<file path="src/sfs_pkg.sv">
// Shared types and constants for the sorted-table floor search block.
// Holds field widths, register and command codes, and the controller/datapath
// command and status structs. No dependencies.
`default_nettype none

package sfs_pkg;

	localparam int KEY_W   = 32;
	localparam int SLOT_W  = 13;
	localparam int INDEX_W = 13;
	localparam int COUNT_W = 14;
	localparam int PADDR_W = 3;
	localparam int PDATA_W = 32;

	// operation codes of an input item
	localparam logic OP_WRITE = 1'b0;
	localparam logic OP_QUERY = 1'b1;

	// register index, taken from paddr[PADDR_W-1:2]
	localparam logic [PADDR_W-3:0] REG_ENTRY_COUNT = 1'b0;

	typedef enum logic [1:0] {
		ADDR_SLOT,
		ADDR_FIRST,
		ADDR_LAST,
		ADDR_MID
	} addr_sel_t;

	typedef enum logic [1:0] {
		RES_EMPTY,
		RES_ZERO,
		RES_LAST,
		RES_FLOOR
	} res_sel_t;

	typedef struct packed {
		logic      load_query;
		logic      write_entry;
		addr_sel_t addr_sel;
		logic      init_bounds;
		logic      step_bounds;
		logic      load_result;
		res_sel_t  res_sel;
		logic      load_output;
	} sfs_cmd_t;

	typedef struct packed {
		logic count_zero;
		logic count_one;
		logic key_le_data;
		logic key_ge_data;
		logic bounds_open;
	} sfs_status_t;

endpackage

`default_nettype wire

</file>
<file path="src/sfs_regs.sv">
// APB-style configuration register bank: holds entry_count.
// Depends on sfs_pkg for widths and the register index.
`default_nettype none

module sfs_regs
	import sfs_pkg::*;
(
	input  wire logic               clk,
	input  wire logic               arst_n,
	input  wire logic               psel,
	input  wire logic               penable,
	input  wire logic               pwrite,
	input  wire logic [PADDR_W-1:0] paddr,
	input  wire logic [PDATA_W-1:0] pwdata,
	output      logic [PDATA_W-1:0] prdata,
	output      logic               pready,
	output      logic [COUNT_W-1:0] entry_count
);
	logic [COUNT_W-1:0] entry_count_q;
	logic               hit_count;

	assign hit_count = (paddr[PADDR_W-1:2] == REG_ENTRY_COUNT);

	always_ff @(posedge clk or negedge arst_n) begin
		if (!arst_n) begin
			entry_count_q <= '0;
		end else if (psel && penable && pwrite && hit_count) begin
			entry_count_q <= pwdata[COUNT_W-1:0];
		end
	end

	assign prdata      = hit_count ? PDATA_W'(entry_count_q) : '0;
	assign pready      = 1'b1;
	assign entry_count = entry_count_q;
endmodule

`default_nettype wire

</file>
<file path="config.mk">
export PLATFORM = sky130hd
export DESIGN_NAME = sfs_regs
export DESIGN_NICKNAME = d
export VERILOG_FILES = /design/src/sfs_pkg.sv /design/src/sfs_regs.sv
export SDC_FILE = /design/constraint.sdc
export NUM_CORES = 1
export LEC_CHECK = 0
export CAP_MARGIN = 5
export CORE_MARGIN = 3
export CORE_UTILIZATION = 59
export DETAILED_ROUTE_END_ITERATION = 8
export DONT_BUFFER_PORTS = 1
export GPL_ROUTABILITY_DRIVEN = 1
export GPL_TIMING_DRIVEN = 0
export PLACE_DENSITY = 0.86
export SLEW_MARGIN = 20
export SYNTH_ARGS = -nofsm -noshare
export SYNTH_HDL_FRONTEND = slang
export SYNTH_SLANG_ARGS = --single-unit
</file>
<file path="constraint.sdc">
create_clock -name clk -period 0.9 [get_ports clk]
set_input_delay 0.09 -clock clk [delete_from_list [all_inputs] [get_ports clk]]
set_output_delay 0.09 -clock clk [all_outputs]
set_load 0.01 [all_outputs]
</file>
==> results of run 1 <==
cells by family after synthesis:
group | count (synthesis) | synth area share, %
simple gates | 15 | 14.1
mux | 14 | 23.6
buf+inv | 21 | 19.1
flops | 14 | 42.4
other cells | 2 | 0.908
cell usage after synthesis:
| cell | number |
|---|---|
| nand4b_4 | 1 |
| dfrtp_1 | 14 |
| conb_1 | 2 |
| buf_4 | 19 |
| buf_6 | 1 |
| and2b_1 | 4 |
| mux2_4 | 10 |
| mux2_2 | 4 |
| nor2b_1 | 10 |
| clkbuf_1 | 1 |
through the flow:
step | worst slack [ns] | area [um2]
after detailed placement | -0.00856 | 908
after global placement | -0.00229 | 908
after floorplan | 0.0375 | 891
==> results.txt, run 1 <==
----------------------------------------------------
[CTS]
  Total clock sinks ... 14
  Buffers inserted by post-CTS timing repair ... 0
  H-tree lvl count ... 1
  Resized cells post-CTS ... 22
  Clock tree buffer depth ... 2
  Post-cts hold buffer count ... 15
  Cell at the root of the clock tree ... clkbuf_4
  Total CTS buffers ... 3

[Outcome]
  Stop err ... [ERROR DPL-0033] detailed placement checks failed during check placement.
  Result of the run ... stopped before the end
  Failing step ... 4_1_cts

[Floorplanning]
  Vert. Die Dim ... approximately 43 um
  Number of I/O pins ... 87
  Cell row count ... 12
  Die W ... 43.4 um
  Effective utilization at floorplan ... between 60% and 70%

[Logic synthesis]
  Cell taking the most area after synthesis ... dfrtp_1
  Mean area per synthesized cell ... between 10 and 15 um2
  Largest cells by area after synthesis ... dfrtp_1, mux2_4, buf_4
  Count of unique library cells instantiated by Yosys ... 10
  Post-synthesis instance area ... 827 um2
  Area share of the leading cell type in the synthesized netlist ... 42.4%
  Ys Warns ... 0
  Cell count after synthesis ... 66
  Proportion of synthesized chip area in sequential cells ... 42.4%
  Flip-flop and latch count after synthesis ... 14

[Placed design]
  RePlAce Congestion ... 0.595
  Sum of net half-perimeters after detailed placement ... 1.23 mm
  Placed Instances ... 97
  Count of buffers inserted at the top-level ports ... 0

----------------------------------------------------
==> run 2, diff against run 1 <==
Settings changed: CORE_AREA from default to 3 3 64 66, CORE_MARGIN 3 to default, CORE_UTILIZATION 59 to default, DIE_AREA from default to 0 0 67 69, PLACE_DENSITY 0.86 to default, PLACE_DENSITY_LB_ADDON from default to 0.15.
==> run 2 against run 1 <==
  * The flow now finishes, with violations (negative hold slack, negative setup slack)
  * Area after synthesis stayed put
  * Synthesized cell count stayed put
==> results.txt, run 2 <==
----------------------------------------------------
[Outcome]
  Result of the run ... finished, violations left
  Violated checks ... negative hold slack, negative setup slack

[Routing]
  Via density ... 3.53
  DRC marker count from the first detailed-route iteration ... 2
  DRT Wirelength ... roughly 1.8 mm
  Detailed-routing iteration count for the pre-antenna-repair pass ... 4
  Drt wl/cell ... approximately 12 um
  Remaining routing DRC violations ... 0
  Routed via count ... 530
  Final antenna-violating net count ... 0

[Logic synthesis]
  Proportion of synthesized chip area in sequential cells ... 42.4% (unchanged)
  Post-synthesis instance area ... 827 um2 (unchanged)
  Flip-flop and latch count after synthesis ... 14 (unchanged)
  Ys Warns ... 0 (unchanged)
  Cell count after synthesis ... 66 (unchanged)
  Largest cells by area after synthesis ... dfrtp_1, mux2_4, buf_4
  Count of unique library cells instantiated by Yosys ... 10 (unchanged)
  Most instantiated cells after synthesis ... buf_4, dfrtp_1, mux2_4, nor2b_1
  Number of flops mapped to enable cells by yosys ... 0 (unchanged)
  Cell taking the most area after synthesis ... dfrtp_1
  Main synth FF type ... dfrtp_1
  Fraction of registers with async set/reset ... 100% (unchanged)
  Mean area per synthesized cell ... 12.5 um2 (unchanged)
  Area share of the leading cell type in the synthesized netlist ... 42.4% (unchanged)
  Most repeated cell in the gate-level netlist after synthesis ... buf_4

[Global routing]
  Largest net degree at the start of global routing ... 15
  Global-route wire length before repair ... 2.68 mm
  Number of global-route vias before repair ... 495
  GRT Util Overall ... 7.89%
  Global route total overflow ... 0
  Number of antenna violations at the first check in global routing ... 0

[CTS]
  Clock tree buffer depth ... 2 (unchanged)
  Post-cts hold buffer count ... 15 (unchanged)
  Cell at the root of the clock tree ... clkbuf_8
  Clock tree from TritonCTS ... built
  H-tree lvl count ... 1 (unchanged)
  Total clock sinks ... 14 (unchanged)
  Clock slew seen by the registers of the worst setup and hold paths ... 0.06 ns
  Clock network latency to the later pin of the worst-skew pair ... 0.24 ns
  Buffers inserted by post-CTS timing repair ... 0 (unchanged)
  Total CTS buffers ... 3 (unchanged)

[Setup path]
  Kind of critical path ... register to primary output
  Crit-path cells ... and2b_1
  CP required ... 0.81 ns
  Dominant delay contributor by cell family on the critical path ... flip-flops
  CP endpoint kind ... primary output
  Data arrival time of the worst path ... 0.90 ns
  Cell with the largest stage delay on the worst path ... dfrtp_1
  Slowest Stage Delay on Critical Path ... 0.43 ns
  Count of buffering cells on the critical path with inverters included ... 0
  Kind of start point of the critical path ... register
  Largest fanout of any net on the critical path ... 3

[Floorplanning]
  Effective utilization at floorplan ... 22.8% (-46 points)
  Core box area ... 0.00363 mm2
  Vert. Die Dim ... 69 um (+59%)
  Number of I/O pins ... 87 (unchanged)
  Die W ... 67 um (+54%)
  Full die area ... 0.00462 mm2
  Cell row count ... 22 (+10)

[Timing]
  Setup repair after global routing missed its margin ... true
  Clock period minus final worst setup slack ... 0.985 ns
  Tightest slew margin relative to the limit ... 55.7%
  Worst-margin pin slew ... 0.664 ns
  Highest Clock Rate ... 1020 MHz
  Number of endpoints with negative hold slack in the final report ... 14
  Minimum setup slack in the final design ... -0.0851 ns
  Number of setup violations in the final report ... 14
  Clock Skews ... 0 ns
  Portion of the clock cycle consumed by the worst path in the final layout ... 109%
  Count of pins over their slew limit ... 0
  Worst hold slack across all endpoints ... -0.0595 ns

[Finish]
  Layout Area Growth over Synthesis ... 50.1%
  Number of antenna diodes ... 0
  Fin cells ... 150
  Ratio of cells with drive above 1 in the final layout ... 53.9%
  Highest-count cells in the layout ignoring fill and taps ... buf_4, conb_1, dlygate4sd3_1, nor2b_4, mux2_4
  Final core occ ... 34.2%
  Number of flip-flops in the largest register ... 14
  Nets ... ~140

[Power]
  Static leakage ... 0.653 nW
  Total power density per cell area ... 1760 mW/mm2
  IR drop worst, VDD ... 0.00114 V

[Placed design]
  RePlAce Congestion ... 0.596 (+0.17%)
  Count of buffers inserted at the top-level ports ... 0 (unchanged)
  Placed Instances ... 131 (+35%)

[Hold path]
  Class of the most critical hold timing path ... primary input to asynchronous set/reset pin

[Run]
  Number of max-cap violations ... 0

----------------------------------------------------
run 2: cell counts after synthesis:
No cell type changed its count.
run 2: through the flow:
stage | setup WS, ns | setup TNS (ns) | cell area, um2 | total power [mW]
final | -0.0851 | -0.596 | 1240 | 2.18
after global routing | -0.120 | -1.18 | 1240 | 2.31
after CTS | -0.103 | -1.02 | 1230 | 2.22
after detailed placement | -0.0526 | -0.497 | 951 | 1.41
after global placement | -0.0316 | -0.298 | 951 | 1.41
after floorplan | 0.0375 | 0 | 891 | 1.34
run 2: cell type report:
type                            count  area [um2]
Sequential cell                    14         357
Tap cell                           48        60.1
Multi-Input combinational cell     48         458
Buffer                             21         159
Clock buffer                        4        55.1
Fill cell                         376        2390
Timing Repair Buffer               15         153
run 2: what timing repair did:
action,CTS,global route
endpoints found under the hold margin,28,10
endpoints found under the setup margin,14,14
gates resized for setup,21,6
pin swaps,0,0
run 2: power by group:
part	leakage, nW	internal (mW)	total, mW	switching (mW)
registers	0.163	0.779	0.976	0.197
clock network	0.0288	0.387	0.615	0.228
logic	0.461	0.389	0.591	0.202
run 2: cell families after synthesis:
logic type / count (synthesis) / synth area share, %
buffers and inverters: 21 / 19.1
flip-flops: 14 / 42.4
multiplexers: 14 / 23.6
other: 2 / 0.908
AND/OR/NAND/NOR: 15 / 14.1
run 2: final timing paths:
kind,startpoint,endpoint,slack [ns],cells after the start
min,arst_n,entry_count[4],-0.06,1
max in group asynchronous,arst_n,entry_count[12],0.49,1
min in group clk,penable,entry_count[13],0.13,2
max,entry_count[13],prdata[13],-0.09,1
min reg2reg,entry_count[11],entry_count[11],0.58,1
max reg2reg,entry_count[4],entry_count[4],0.08,1
run 2: routing by layer:
| layer | wire [um] | part of all wire (%) | global-route usage, % |
|---|---|---|---|
| met2 | 978 | 53 | 13.2 |
| met5 | 0 | 0 | 0 |
| met3 | 200 | 11 | 4.72 |
| met1 | 629 | 34 | 7.90 |
| met4 | 30 | 1.6 | 2.70 |
(Power assumes the default switching activity.)
