**config.mk**
```make
export PLATFORM = sky130hd
export DESIGN_NAME = sfs_ctrl
export DESIGN_NICKNAME = d
export VERILOG_FILES = /design/src/sfs_pkg.sv /design/src/sfs_ctrl.sv
export SDC_FILE = /design/constraint.sdc
export NUM_CORES = 1
export LEC_CHECK = 0
export BUFFER_PORTS_ARGS = -buffer_cell sky130_fd_sc_hd__buf_2
export CAP_MARGIN = 0
export CELL_PAD_IN_SITES_DETAIL_PLACEMENT = 0
export CELL_PAD_IN_SITES_GLOBAL_PLACEMENT = 1
export CORE_MARGIN = 5
export CORE_UTILIZATION = 31
export DETAILED_ROUTE_END_ITERATION = 10
export PLACE_DENSITY = 0.8
export REMOVE_ABC_BUFFERS = 1
export SYNTH_ARGS = -nofsm -noshare
export SYNTH_HDL_FRONTEND = slang
export SYNTH_SLANG_ARGS = --single-unit
export TNS_END_PERCENT = 30
```
**constraint.sdc**
```tcl
create_clock -name clk -period 1.9 [get_ports clk]
set_clock_uncertainty 0.2 [all_clocks]
set_input_delay 0.095 -clock clk [delete_from_list [all_inputs] [get_ports clk]]
set_output_delay 0.095 -clock clk [all_outputs]
set_load 0.05 [all_outputs]
```
**src/sfs_pkg.sv**
```systemverilog
// Shared types and constants for the sorted-table floor search block.
// Holds field widths, register and command codes, and the controller/datapath
// command and status structs. No dependencies.
`default_nettype none

package sfs_pkg;

	localparam int KEY_W   = 32;
	localparam int SLOT_W  = 13;
	localparam int INDEX_W = 13;
	localparam int COUNT_W = 14;
	localparam int PADDR_W = 3;
	localparam int PDATA_W = 32;

	// operation codes of an input item
	localparam logic OP_WRITE = 1'b0;
	localparam logic OP_QUERY = 1'b1;

	// register index, taken from paddr[PADDR_W-1:2]
	localparam logic [PADDR_W-3:0] REG_ENTRY_COUNT = 1'b0;

	typedef enum logic [1:0] {
		ADDR_SLOT,
		ADDR_FIRST,
		ADDR_LAST,
		ADDR_MID
	} addr_sel_t;

	typedef enum logic [1:0] {
		RES_EMPTY,
		RES_ZERO,
		RES_LAST,
		RES_FLOOR
	} res_sel_t;

	typedef struct packed {
		logic      load_query;
		logic      write_entry;
		addr_sel_t addr_sel;
		logic      init_bounds;
		logic      step_bounds;
		logic      load_result;
		res_sel_t  res_sel;
		logic      load_output;
	} sfs_cmd_t;

	typedef struct packed {
		logic count_zero;
		logic count_one;
		logic key_le_data;
		logic key_ge_data;
		logic bounds_open;
	} sfs_status_t;

endpackage

`default_nettype wire

```
**src/sfs_ctrl.sv**
```systemverilog
// Controller state machine: sequences table writes, the edge checks and the
// bisection probes, and owns the output valid flag. Depends on sfs_pkg.
`default_nettype none

module sfs_ctrl
	import sfs_pkg::*;
(
	input  wire logic        clk,
	input  wire logic        arst_n,
	input  wire logic        in_valid,
	input  wire logic        in_op,
	output      logic        in_ready,
	output      logic        out_valid,
	input  wire logic        out_ready,
	output      sfs_cmd_t    cmd,
	input  wire sfs_status_t status
);
	typedef enum logic [5:0] {
		S_IDLE        = 6'b000001,
		S_FETCH_FIRST = 6'b000010,
		S_TEST_FIRST  = 6'b000100,
		S_TEST_LAST   = 6'b001000,
		S_BISECT      = 6'b010000,
		S_DONE        = 6'b100000
	} state_t;

	state_t state_q, state_d;
	logic   out_valid_q;
	logic   in_fire;

	assign in_ready = (state_q == S_IDLE);
	assign in_fire  = in_valid && in_ready;

	always_comb begin
		state_d = state_q;
		cmd     = '0;
		unique case (state_q)
			S_IDLE: begin
				cmd.addr_sel = ADDR_SLOT;
				if (in_fire) begin
					if (in_op == OP_WRITE) begin
						cmd.write_entry = 1'b1;
					end else begin
						cmd.load_query = 1'b1;
						priority if (status.count_zero) begin
							cmd.load_result = 1'b1;
							cmd.res_sel     = RES_EMPTY;
							state_d         = S_DONE;
						end else if (status.count_one) begin
							cmd.load_result = 1'b1;
							cmd.res_sel     = RES_ZERO;
							state_d         = S_DONE;
						end else begin
							state_d = S_FETCH_FIRST;
						end
					end
				end
			end
			S_FETCH_FIRST: begin
				cmd.addr_sel = ADDR_FIRST;
				state_d      = S_TEST_FIRST;
			end
			S_TEST_FIRST: begin
				cmd.addr_sel = ADDR_LAST;
				if (status.key_le_data) begin
					cmd.load_result = 1'b1;
					cmd.res_sel     = RES_ZERO;
					state_d         = S_DONE;
				end else begin
					state_d = S_TEST_LAST;
				end
			end
			S_TEST_LAST: begin
				cmd.addr_sel = ADDR_MID;
				if (status.key_ge_data) begin
					cmd.load_result = 1'b1;
					cmd.res_sel     = RES_LAST;
					state_d         = S_DONE;
				end else begin
					cmd.init_bounds = 1'b1;
					state_d         = S_BISECT;
				end
			end
			S_BISECT: begin
				cmd.addr_sel    = ADDR_MID;
				cmd.step_bounds = 1'b1;
				if (!status.bounds_open) begin
					cmd.load_result = 1'b1;
					cmd.res_sel     = RES_FLOOR;
					state_d         = S_DONE;
				end
			end
			S_DONE: begin
				if (!out_valid_q || out_ready) begin
					cmd.load_output = 1'b1;
					state_d         = S_IDLE;
				end
			end
			default: begin
				state_d = S_IDLE;
			end
		endcase
	end

	always_ff @(posedge clk or negedge arst_n) begin
		if (!arst_n) begin
			state_q     <= S_IDLE;
			out_valid_q <= 1'b0;
		end else begin
			state_q <= state_d;
			if (cmd.load_output) begin
				out_valid_q <= 1'b1;
			end else if (out_ready) begin
				out_valid_q <= 1'b0;
			end
		end
	end

	assign out_valid = out_valid_q;
endmodule

`default_nettype wire

```
Word level (Yosys, flattened, before mapping). Cells that the tools add are included.

Equal/unequal tests: 10. Multiplexer cells: 29. Reductions and logical operators: 6.

Operator list (number): 6-bit 2-to-1 mux (8); 6-bit one-hot mux with 6 select lines (1); 3-bit 2-to-1 mux (7); 3-bit one-hot mux with 4 select lines (1); 1-bit 2-to-1 mux (9); 6-bit by 1-bit == test with 1-bit output (second input constant) (1); 6-bit by 2-bit == test with 1-bit output (second input constant) (1); 6-bit by 3-bit == test with 1-bit output (second input constant) (1); 6-bit by 4-bit == test with 1-bit output (second input constant) (1); 6-bit by 5-bit == test with 1-bit output (second input constant) (1); 6-bit == test (second input constant) (1); 2-bit != test (second input constant) (3); 2-bit one-hot mux with 3 select lines (1); 2-bit 2-to-1 mux (2); 4-bit AND reduction (1); 2-bit by 1-bit != test with 1-bit output (second input constant) (1); 2-bit nonzero test (1); 2-bit OR reduction (1); 1-bit logical AND (1); 1-bit zero test (1); 1-bit logical OR (1).

Register bits after elaboration: 7. Bits of input ports: 10. Output and inout port bits: 12. Logic and storage cells: 47.

Depth between registers and ports, before layout. Gate-level depths: netlist of the first run.

Depth after elaboration: 5. Gate-level depth with buffers: 7. Depth with buffers taken out: 6.

Worst setup path after synthesis of the first run. OpenSTA, ideal clock, no wires.

Kind: register -> output. Start point: register state_q[0]. End point: output port cmd[3] (netlist bit). Arrival time: 2851 ps. Required time: 1605 ps. Slack: -1246 ps. Cell stages (with the launch flop): 6. Path buffers: 1. Cell sequence: dfstp_2 clkbuf_1 nor4_1 a21boi_0 a21oi_1 o21ai_0.

RTL lines: from (decl) (line sfs_ctrl.sv:27) `state_t state_q, state_d;`; from (signal assigned) (line sfs_ctrl.sv:110) `state_q <= state_d;`; to (decl) (line sfs_ctrl.sv:15) `output sfs_cmd_t cmd,`.

==> reports/results.tsv, run 1 <==
stage	metric	value	unit
routing	Vias/cell	5.177	
run_status	failing checks	setup timing	
pwr	sw frac	43.54	%
synthesis	most frequent cells after synthesis	dfrtp_1 (6), nor2_1 (6), nand2_1 (5), o21ai_0 (5)	
critical_path	Critical Path Max Stage Delay	0.57	ns
layout	Fillers	113	
clock_tree	Root Buffer	clkbuf_4	
synthesis	number of synthesized flops with an enable pin	0	
sta	Final Hold Fails	0	
critical_path	critical path class	reg2out	
layout	Layout Nets	119	
floorplanning	total core area	1524	sq um
synthesis	syn avg cell area	8.173	sq um
layout	Final Non-Filler Cells	124	
clock_tree	H-tree depth	1	
synthesis	Primary FF master, synth	dfrtp_1	
global_routing	initial antenna violation count	0	
pwr	sequential share of power	26.8	%
sta	final worst path period share	114.5	%
synthesis	fraction of registers with async set/reset	100.0	%
place	Port Buffers	21	
global_routing	pin count of the biggest net entering global routing	11	
clock_tree	Clock Sinks	7	
pwr	share of total power in the clock network	16.4	%
place	area post-placement	694.4	sq um
layout	Area growth syn-to-layout	95.31	%
floorplanning	die width	50.43	microns
critical_path	Top delay family on crit path	simple AND/OR/NAND/NOR gates	
min_path	HP Class	in2async	
critical_path	crit end category	primary output	
sta	final setup fails	6	
clock_tree	Worst-path clk slew	0.06	ns
pwr	Leakage	0.5080	nW
routing	routed len/inst	16.01	microns
critical_path	CP Data Required Time	1.60	ns
layout	design area	989.7	sq um
pwr	Combinational Power Share	56.8	%
synthesis	Distinct cells, synth	31	
synthesis	Cell Area, Synth	506.7	sq um
routing	Final ANT Viol Nets	0	
clock_tree	latest clock arrival within the worst-skew pair	0.25	ns
sta	Setup WS post-layout	-0.2759	ns
critical_path	Worst Path Buf+Inv	2	
critical_path	Crit path arrival time	1.88	ns
synthesis	Synth top area share	29.63	%
sta	Final Slew Violations	0	
floorplanning	I/O pin cnt	22	
floorplanning	Starting Density	33.25	%
global_routing	gr usage total	13.58	%
critical_path	Crit Path Max Fanout	3	
global_routing	first-pass GRT wire length	2.697	mm
pwr	switching power	357.8	uW
clock_tree	CTS tree	built	
routing	1st-pass router iterations	4	
floorplanning	Chip Height	50.43	microns
critical_path	worst r2r path cells	6	
routing	1st-iter DRT viols	5	
critical_path	Worst setup SP type	register	
sta	Slew HR	82.55	%
synthesis	Seq/Total Area, Yosys	34.81	%
pwr	VDD IR max	0.5856	mV
synthesis	Synth Warn #	0	
routing	via count	642	
routing	drc violations	0	
floorplanning	die footprint	2543	sq um
floorplanning	Row Count	14	
sta	Slew @ Worst Pin	0.2635	ns
place	GP Congestion	0.7214	
clock_tree	clock buffer depth	2	
global_routing	global route overflow	0	
pwr	Pwr Density	830.3	nW/um^2
sta	Period minus WS final	2.176	ns
place	Post-DP HPWL	1.105	mm
synthesis	synth top area cells	dfrtp_1 (30%), dfstp_2 (5.2%), o21ai_0 (4.9%)	
run	max cap viols	0	
critical_path	CP Depth	7	
run_status	status	complete, but fails checks	
sta	RSZ-0062 raised after global routing	true	
layout	layout cells sized above 1	53.70	%
critical_path	CP Cell Sequence	or4_4 > nor2_4 > nand3_4 > inv_2 > and3b_1 > a221o_2 > buf_8	
clock_tree	TritonCTS Buffers	3	
layout	Antenna diodes	0	
sta	fmax	0.4596	GHz
sta	TNS Setup	-0.9288	ns
place	Placed Cells	106	
critical_path	worst-path cell with the longest stage delay	or4_4	
pwr	Cell Int Power	464.0	uW
synthesis	cells after synthesis	62	
synthesis	largest area contributor in the netlist	dfrtp_1	
synthesis	#FFs+latches synth	7	
routing	Routed WL	1.985	mm
global_routing	vias in the first global route	650	
[layer usage]
metal,up-vias,track usage [%],routed length [microns]
met2,16,24.48,1173
met1,313,14.70,718
met4,0,5.106,6
met3,2,4.142,86
met5,-,0,0
li1,311,-,-
[kinds of logic (layout without fill, tap and decap cells)]
family	Yosys count	after routing	synth area share [%]
compound gates	12	12	15.06
xor+xnor	2	2	3.457
buf+inv	5	51	3.949
flops	7	7	34.81
simple gates	36	36	42.72
[area by class of cell]
class	count	area [sq um]	share of cell area (%)
Clock buffer	4	26.28	2.655
Tap cell	16	20.02	2.023
Sequential cell	7	176.4	17.83
Timing Repair Buffer	45	379.1	38.31
Inverter	2	7.507	0.7585
Multi-Input combinational cell	50	380.4	38.43
[power by group through the flow]
stage,Clock (mW),Combinational (mW),Sequential [mW]
2_1_floorplan,0,0.211,0.215
3_3_place_gp,0,0.341,0.205
3_5_place_dp,0,0.345,0.205
4_1_cts,0.133,0.406,0.215
5_1_grt,0.151,0.496,0.222
6_report,0.135,0.467,0.220
[sequential cells by signal, indices dropped and copies added, names as in the netlist]
name / flops
out_valid: 1
state_q: 6
[path summary, 6_finish.rpt]
kind | from | endpoint | slack [ns]
setup / recovery | state_q[4]$_DFFE_PN0P_ | cmd[1] | -0.28
hold / removal | arst_n | out_valid$_DFFE_PN0P_ | 0.01
setup reg to reg | state_q[4]$_DFFE_PN0P_ | state_q[5]$_DFFE_PN0P_ | 0.03
hold reg to reg | out_valid$_DFFE_PN0P_ | out_valid$_DFFE_PN0P_ | 0.37
max in group asynchronous | arst_n | state_q[0]$_DFFE_PN1P_ | 1.26
min in group clk | status[1] | state_q[4]$_DFFE_PN0P_ | 0.12
[stage by stage]
| step | setup slack, ns | hold slack (ns) | power, mW | util (%) |
|---|---|---|---|---|
| global route | -0.3458 | 0.02262 | 0.8692 | 64.94 |
| CTS | -0.2510 | 0.01005 | 0.7533 | 59.28 |
| floorplan | -1.196 | -0.4006 | 0.4267 | - |
| detailed placement | -0.1313 | -0.2632 | 0.5497 | 45.57 |
| global placement | -0.1070 | -0.2685 | 0.5451 | 45.57 |
| finish | -0.2759 | 0.009816 | 0.8218 | 64.94 |
[placed cells by master (no fill, tap or decap), types with 2 or more instances in the layout]
| master | count |
|---|---|
| xor2_1 | 2 |
| buf_4 | 16 |
| nor2b_1 | 2 |
| o211ai_1 | 2 |
| nor3_2 | 2 |
| clkbuf_4 | 3 |
| nand2_1 | 5 |
| buf_2 | 11 |
| nor2_1 | 5 |
| nand2b_1 | 3 |
| o21ai_0 | 4 |
| buf_8 | 3 |
| and3_1 | 2 |
| dlygate4sd3_1 | 8 |
| dfrtp_1 | 6 |
| buf_6 | 7 |
| and3b_1 | 2 |
[timing repair]
action,CTS,global route
pin swaps,6,5
cloned,0,0
buffers inserted,3,3
hold endpoints to repair,13,0
resized for setup,22,18
hold buffers,8,0
setup endpoints to repair,10,11
Note: power is estimated with default switching activity, not from simulation.
==> inputs of run 2 (changes only) <==
clock period = 2.3 ns   (was 1.9 ns; I/O delays follow)
==> reports/results.tsv, run 2 (synthesis gave the netlist of run 1 again) <==
stage	metric	value	unit
clock_tree	TritonCTS Buffers	3	
floorplanning	die footprint	2543	sq um
layout	Antenna diodes	0	
sta	Final Hold Fails	1	
critical_path	Worst setup SP type	register	
sta	Setup WS post-layout	0.06547	ns
routing	1st-pass router iterations	3	
min_path	Worst Hold Path EP	state_q[5]$_DFFE_PN0P_	
routing	Vias/cell	5.000	
floorplanning	Starting Density	33.25	%
layout	layout cells sized above 1	38.54	%
floorplanning	I/O pin cnt	22	
place	Setup WS pre-CTS	0.1973	ns
critical_path	CP Data Required Time	1.99	ns
sta	Final Slew Violations	0	
layout	Largest register FFs	6	
min_path	worst hold path stage count	3	
sta	final setup fails	0	
pwr	Leakage	0.4266	nW
critical_path	Worst R2R End	state_q[1]$_DFFE_PN0P_	
layout	commonest non-fill, non-tap cell in the layout	buf_2	
floorplanning	Chip Height	50.43	microns
global_routing	vias in the first global route	535	
layout	commonest cells after routing, fill and taps aside	buf_2 (20), dlygate4sd3_1 (7), nor2_1 (6), dfrtp_1 (6)	
routing	Final ANT Viol Nets	0	
floorplanning	total core area	1524	sq um
place	Placed Cells	99	
sta	final worst path period share	97.15	%
routing	Routed WL	1.330	mm
global_routing	first-pass GRT wire length	2.214	mm
sta	Slew @ Worst Pin	0.3143	ns
place	GP Congestion	0.7388	
layout	Fillers	146	
floorplanning	die width	50.43	microns
layout	Largest Register	state_q	
clock_tree	Root Buffer	clkbuf_4	
critical_path	reg-to-reg startpoint	state_q[2]$_DFFE_PN0P_	
critical_path	Critical Path Max Stage Delay	0.55	ns
critical_path	worst-path cell with the longest stage delay	or4_4	
run_status	status	complete, but fails checks	
global_routing	global route overflow	0	
clock_tree	CTS tree	built	
critical_path	FF-to-FF setup slack	0.12	ns
clock_tree	H-tree depth	1	
sta	worst hold slack	-0.006355	ns
run_status	failing checks	hold timing	
floorplanning	Row Count	14	
routing	routed len/inst	11.88	microns
routing	drc violations	0	
global_routing	initial antenna violation count	0	
critical_path	crit end category	primary output	
layout	Layout Nets	107	
place	area post-placement	641.9	sq um
routing	1st-iter DRT viols	14	
routing	via count	560	
place	Port Buffers	21	
clock_tree	latest clock arrival within the worst-skew pair	0.25	ns
critical_path	critical path class	reg2out	
sta	Slew HR	79.00	%
clock_tree	Worst-path clk slew	0.05	ns
global_routing	pin count of the biggest net entering global routing	11	
layout	design area	759.5	sq um
layout	Final Non-Filler Cells	112	
critical_path	CP Cell Sequence	or4_4 > nor2_4 > nand3_2 > inv_2 > and3b_1 > a221o_2 > buf_6	
sta	fmax	0.4475	GHz
clock_tree	Clock Sinks	7	
sta	Period minus WS final	2.235	ns
clock_tree	clock buffer depth	2	
global_routing	gr usage total	10.77	%
critical_path	Crit path arrival time	1.92	ns
run	max cap viols	0	
critical_path	Crit Path Max Fanout	5	
pwr	Pwr Density	731.9	nW/um^2
pwr	VDD IR max	0.4047	mV
min_path	HP Class	in2reg	
place	Post-DP HPWL	1.029	mm
layout	Area growth syn-to-layout	49.88	%
min_path	HP Start	status[4]	
critical_path	worst r2r path cells	5	
run 2: where the power goes:
part | total, mW | internal (mW) | leakage, nW | switching [mW]
combinational | 0.273 | 0.103 | 0.318 | 0.170
sequential | 0.171 | 0.145 | 0.0935 | 0.0260
clock | 0.111 | 0.0662 | 0.0150 | 0.0450
run 2: final cells by class:
type,count,area [sq um],area share (%)
clock buffers,4,26.28,3.460
well taps,16,20.02,2.636
flip-flops and latches,7,176.4,23.23
inverters,2,7.507,0.9885
multi-input cells,50,310.3,40.86
repair buffers,33,219.0,28.83
run 2: per-layer routing:
| layer | up-vias | GRT usage [%] | part of all wire [%] |
|---|---|---|---|
| met4 | 0 | 3.830 | 1.2 |
| met2 | 13 | 18.83 | 50 |
| met5 | - | 0 | 0 |
| li1 | 287 | - | - |
| met1 | 257 | 13.00 | 45 |
| met3 | 3 | 2.071 | 3.9 |
run 2: per-stage QoR:
stage               utilization, %  power (mW)  hold WS (ns)  setup TNS [ns]
finish                       49.84      0.5559     -0.006355               0
global route                 49.84      0.5865       0.03262       -0.001767
CTS                          48.85      0.5418      0.002118               0
detailed placement           42.12      0.4210       -0.2449               0
global placement             42.12      0.4193       -0.2470               0
floorplan                        -      0.3525       -0.3806          -1.388
run 2: what timing repair did:
action | in CTS | in global routing
buffers inserted | 0 | 2
pin swaps | 0 | 1
gates resized for setup | 2 | 0
hold buffers | 7 | 0
hold endpoints to repair | 12 | 0
endpoints found under the setup margin | 1 | 2
run 2: worst max path at each step:
stage,cells past startpoint,slack [ns],endpoint,from
finish,7,0.07,cmd[1],state_q[2]$_DFFE_PN0P_
floorplan,4,-0.82,cmd[3],state_q[4]$_DFFE_PN0P_
global placement,7,0.22,cmd[1],state_q[2]$_DFFE_PN0P_
CTS,7,0.01,cmd[1],state_q[2]$_DFFE_PN0P_
detailed placement,7,0.20,cmd[1],state_q[2]$_DFFE_PN0P_
global route,7,-0.002,cmd[1],state_q[2]$_DFFE_PN0P_
run 2: worst max-delay path: cells and delay by family (launching register included):
kind	cells	cell delay [ns]
AOI/OAI and AO/OA	1	0.11
buffers and inverters	2	0.22
DFF	1	0.41
and+or+nand+nor	4	0.93
